File: config.mk
export PLATFORM = sky130hd
export DESIGN_NAME = twbc_stage
export DESIGN_NICKNAME = d
export VERILOG_FILES = /design/src/rtl/core/twbc_pkg.sv /design/src/rtl/core/twbc_stage.sv
export SDC_FILE = /design/constraint.sdc
export NUM_CORES = 1
export LEC_CHECK = 0
export BUFFER_PORTS_ARGS = -buffer_cell sky130_fd_sc_hd__buf_2
export CAP_MARGIN = 10
export CORE_AREA = 2 2 172 174
export DETAILED_ROUTE_END_ITERATION = 10
export DIE_AREA = 0 0 174 176
export GPL_ROUTABILITY_DRIVEN = 0
export SYNTH_ARGS = -nofsm -noshare
export SYNTH_HDL_FRONTEND = slang
export SYNTH_SLANG_ARGS = --single-unit
File: constraint.sdc
create_clock -name clk_i -period 1.2 [get_ports clk_i]
set_input_delay 0.24 -clock clk_i [delete_from_list [all_inputs] [get_ports clk_i]]
set_output_delay 0.24 -clock clk_i [all_outputs]
set_load 0.05 [all_outputs]
File: src/rtl/core/twbc_pkg.sv
package twbc_pkg;

  localparam int unsigned Rounds = 11;
  localparam int unsigned StageCnt = Rounds + 2;

  typedef logic [31:0] word_t;

  typedef struct packed {
    word_t w2;
    word_t w1;
    word_t w0;
  } blk_t;

  typedef enum logic [1:0] {
    REG_KEY_LOW  = 2'd0,
    REG_KEY_MID  = 2'd1,
    REG_KEY_HIGH = 2'd2
  } reg_idx_e;

  function automatic word_t rotl(word_t v, int unsigned n);
    word_t r;
    r = (v << n) | (v >> (32 - n));
    return r;
  endfunction

  function automatic word_t bitrev(word_t v);
    word_t r;
    for (int i = 0; i < 32; i++) r[i] = v[31 - i];
    return r;
  endfunction

  function automatic word_t theta_w(word_t x, word_t y, word_t z);
    word_t r;
    r = x ^ (x >> 16) ^ (y << 16) ^ (y >> 16) ^ (z << 16) ^ (y >> 24)
        ^ (z << 8) ^ (z >> 8) ^ (x << 24) ^ (z >> 16) ^ (x << 16)
        ^ (z >> 24) ^ (x << 8);
    return r;
  endfunction

  function automatic blk_t theta(blk_t a);
    blk_t r;
    r.w0 = theta_w(a.w0, a.w1, a.w2);
    r.w1 = theta_w(a.w1, a.w2, a.w0);
    r.w2 = theta_w(a.w2, a.w0, a.w1);
    return r;
  endfunction

  function automatic blk_t mu(blk_t a);
    blk_t r;
    r.w0 = bitrev(a.w2);
    r.w1 = bitrev(a.w1);
    r.w2 = bitrev(a.w0);
    return r;
  endfunction

  function automatic blk_t round_f(blk_t a, blk_t k);
    blk_t t;
    blk_t g;
    t = theta(a ^ k);
    t.w0 = rotl(t.w0, 22);
    t.w2 = rotl(t.w2, 1);
    g.w0 = ~t.w0 ^ (~t.w1 & t.w2);
    g.w1 = ~t.w1 ^ (~t.w2 & t.w0);
    g.w2 = ~t.w2 ^ (~t.w0 & t.w1);
    g.w0 = rotl(g.w0, 1);
    g.w2 = rotl(g.w2, 22);
    return g;
  endfunction

endpackage

File: src/rtl/core/twbc_stage.sv
module twbc_stage import twbc_pkg::*; (
  input  logic clk_i,
  input  logic rst_ni,
  input  logic adv_i,
  input  logic valid_i,
  input  logic kind_i,
  input  blk_t blk_i,
  output logic valid_o,
  output logic kind_o,
  output blk_t blk_o,
  input  blk_t key_i
);

  logic valid_q;
  logic kind_q;
  blk_t blk_q;

  // one round per stage; hold when the pipe stalls
  always_ff @(posedge clk_i or negedge rst_ni) begin
    if (!rst_ni) begin
      valid_q <= 1'b0;
    end else if (adv_i) begin
      valid_q <= valid_i;
    end
  end

  always_ff @(posedge clk_i) begin
    if (adv_i) begin
      kind_q <= kind_i;
      blk_q  <= round_f(blk_i, key_i);
    end
  end

  assign valid_o = valid_q;
  assign kind_o  = kind_q;
  assign blk_o   = blk_q;

endmodule

==> flow_metrics.env <==
export IMPL_ys_ff_latch=98
export IMPL_min_from="kind_i"
export IMPL_dpl_cell_area_mm2=0.0147
export IMPL_grt_util_all_layers_pct=17.4
export IMPL_die_h_um=176
export IMPL_areaGrowthSynthToFinish_pct=129
export IMPL_clock_latency_ns=0.35
export IMPL_clkTransAtPathRegs_ns=0.08
export IMPL_required_ns=1.32
export IMPL_dpl_cell_count=1638
export IMPL_finalWorstSetupSlack_ns=-0.370
export IMPL_leakage_nw=8.53
export IMPL_pwr_share_clk_pct=6.4
export IMPL_fin_worst_skew_ns=0
export IMPL_grt_overflow=0
export IMPL_antenna_found_initial=0
export IMPL_cp_start_kind="input pin"
export IMPL_placementRows=62
export IMPL_worstMarginPinSlew_ns=0.452
export IMPL_io_pins=295
export IMPL_fin_crit_sh_pct=131
export IMPL_ff2ff_setup_slack_ns=0.46
export IMPL_met2_usage_pct=32.5
export IMPL_clock_sinks=98
export IMPL_status="finished with violations"
export IMPL_initial_utilization_pct=31.8
export IMPL_die_x_um=174
export IMPL_root_buffer="clkbuf_16"
export IMPL_grt_max_degree=39
export IMPL_diodes=0
export IMPL_cts_tree="yes"
export IMPL_die_area_mm2=0.0306
export IMPL_drive_gt1_share_pct=79.3
export IMPL_crit_type="in -> reg"
export IMPL_firstDrtPassIters=6
export IMPL_timing_rr_end="valid_o$_DFFE_PN0P_"
export IMPL_min_path_type="in -> reg"
export IMPL_final_cell_mix="237 x buf_4, 208 x xnor2_4, 198 x buf_6, 150 x xnor2_2, 107 x xnor2_1"
export IMPL_power_per_cell_area_mw_per_mm2=2440
export IMPL_met1_usage_pct=21.1
export IMPL_finalSetupViolCount=103
export IMPL_ant_nets=0
export IMPL_power_frac_comb_pct=78.2
export IMPL_via_per_inst=4.20
export IMPL_grt_use_met3_pct=2.65
export IMPL_grt_pass1_vias=7453
export IMPL_dp_hpwl_mm=21.5
export IMPL_internal_power_mw=28.7
export IMPL_synthesis_area_mm2=0.00907
export IMPL_hold_end="kind_o$_DFFE_PP_"
export IMPL_netlist_instances=755
export IMPL_seqPwrFrac_pct=15.4
export IMPL_synth_cell_type_count=15
export IMPL_vdd_drop_max_v=0.00145
export IMPL_fill_cells=1761
export IMPL_wl_mm=30.1
export IMPL_max_cap_violations=0
export IMPL_stdcell_count=1756
export IMPL_grt_busiest_layer="met2"
export IMPL_cts_buffers=9
export IMPL_r2r_cells=1
export IMPL_fin_nets=1565
export IMPL_grt_pass1_wl_mm=40.5
export IMPL_num_vias=7373
export IMPL_fp_coreArea_mm2=0.0285
export IMPL_yosysWarnings=0
export IMPL_timing_rr_start="valid_o$_DFFE_PN0P_"
export IMPL_hold_viol_final=0
export IMPL_p_switching_mw=21.9
export IMPL_max_freq_mhz=637
export IMPL_drc_errors=0
export IMPL_synth_nets=952
export IMPL_avgSynthCellArea_um2=12.0
export IMPL_final_cell_area_mm2=0.0207
export IMPL_p_sw_share_pct=43.4
export IMPL_holdPathStages=1
export IMPL_clockBufferDepth=2
export IMPL_drtIter0Drc=189
export IMPL_finalCriticalPeriod_ns=1.57
export IMPL_htree_levels=3
export IMPL_slew_viol_final=0
export IMPL_violations="negative setup slack"
export IMPL_numPortBuffers=294
export IMPL_slew_headroom_pct=69.7
export IMPL_ys_seq_area_share_pct=32.4
export IMPL_rsz0062_at_grt="true"
export IMPL_endpoint_kind="flop"
export IMPL_cp_max_fo=2
export IMPL_final_common_cell="buf_4"
export IMPL_cp_data_arrival_time_ns=1.69
export IMPL_wire_per_inst_um=17.2
## cell families (layout without fill, tap and decap cells)
family	count (synthesis)	after routing	synth area share (%)
buffers and inverters	0	617	0
xor gates and xnor gates	560	560	62.5
and+or+nand+nor	96	96	5.05
DFF	98	98	32.4
muxes	1	1	0.124
## metal layers
metal  share of wire [%]  vias up  wire length (µm)
met5                   0        -                 0
met4                 1.2        0               353
met3                 3.9       24              1160
met2                  58      184             17600
met1                  37     3583             11100
li1                    -     3582                 -
## power groups by stage
stage | logic (mW) | registers [mW] | clock network [mW]
6_report | 39.6 | 7.80 | 3.22
5_1_grt | 41.7 | 7.97 | 3.38
4_1_cts | 32.7 | 7.59 | 3.26
3_5_place_dp | 29.0 | 7.61 | 0
3_3_place_gp | 28.7 | 7.59 | 0
2_1_floorplan | 13.5 | 13.8 | 0
## cell type report
cell class | instances | area, µm² | area share (%)
clock buffers | 9 | 225 | 1.09
clock inverters | 6 | 90.1 | 0.434
multi-input cells | 657 | 11300 | 54.3
flip-flops and latches | 98 | 2940 | 14.2
well taps | 384 | 480 | 2.32
repair buffers | 602 | 5760 | 27.7
## worst max path at each step
| stage | start | end | slack [ns] | cells past startpoint |
|---|---|---|---|---|
| after floorplan | blk_i[19] | blk_o[79]$_DFFE_PP_ | -0.61 | 6 |
| after global placement | key_i[0] | blk_o[49]$_DFFE_PP_ | -0.93 | 9 |
| after detailed placement | key_i[80] | blk_o[26]$_DFFE_PP_ | -0.92 | 8 |
| after CTS | blk_i[91] | blk_o[79]$_DFFE_PP_ | -0.35 | 7 |
| after global routing | blk_i[10] | blk_o[48]$_DFFE_PP_ | -0.45 | 8 |
| final | key_i[47] | blk_o[86]$_DFFE_PP_ | -0.37 | 8 |
## timing repair
item | CTS | global route
pin swaps | 147 | 226
buffers inserted | 46 | 75
setup endpoints to repair | 153 | 180
resized for setup | 329 | 601
hold endpoints to repair | 1 | 0
hold buffers | 1 | 0
## cell usage after synthesis
cell / count / share of area (%)
mux2_2: 1 / 0.12
xor3_1: 2 / 0.52
xnor2_2: 93 / 17
and2_1: 1 / 0.069
nor2b_1: 14 / 0.97
dfrtp_1: 1 / 0.28
nand2b_1: 21 / 1.4
nor2_1: 27 / 1.1
and2b_1: 2 / 0.17
xnor2_4: 1 / 0.30
xor2_1: 91 / 8.8
xor2_2: 2 / 0.36
nand2_1: 31 / 1.3
xnor2_1: 371 / 36
edfxtp_1: 97 / 32
## state kept, by name (all words and copies together) (netlist names)
name	flops
blk_o	96
kind_o	1
valid_o	1
## worst max-delay path, cell delays in order
cell     delay [ns]
buf_4          0.13
xnor2_4        0.28
xnor2_4        0.15
buf_4          0.16
xnor2_2        0.22
xor2_1         0.28
buf_4          0.17
xnor2_2        0.05
## stage by stage
step                      setup WS [ns]  util [%]  hold WS, ns  total power [mW]  setup TNS (ns)
after global placement           -0.933      51.3       0.0142              36.3          -70.68
after CTS                        -0.353      60.1       0.0411              43.6          -28.40
after global routing             -0.446      72.7       0.0470              53.1          -34.15
final                            -0.370      72.7       0.0578              50.6          -28.36
after floorplan                  -0.612         -      -0.0556              27.3          -33.83
after detailed placement         -0.917      51.3       0.0151              36.6          -70.96
Power figures use the tool's default switching activity.
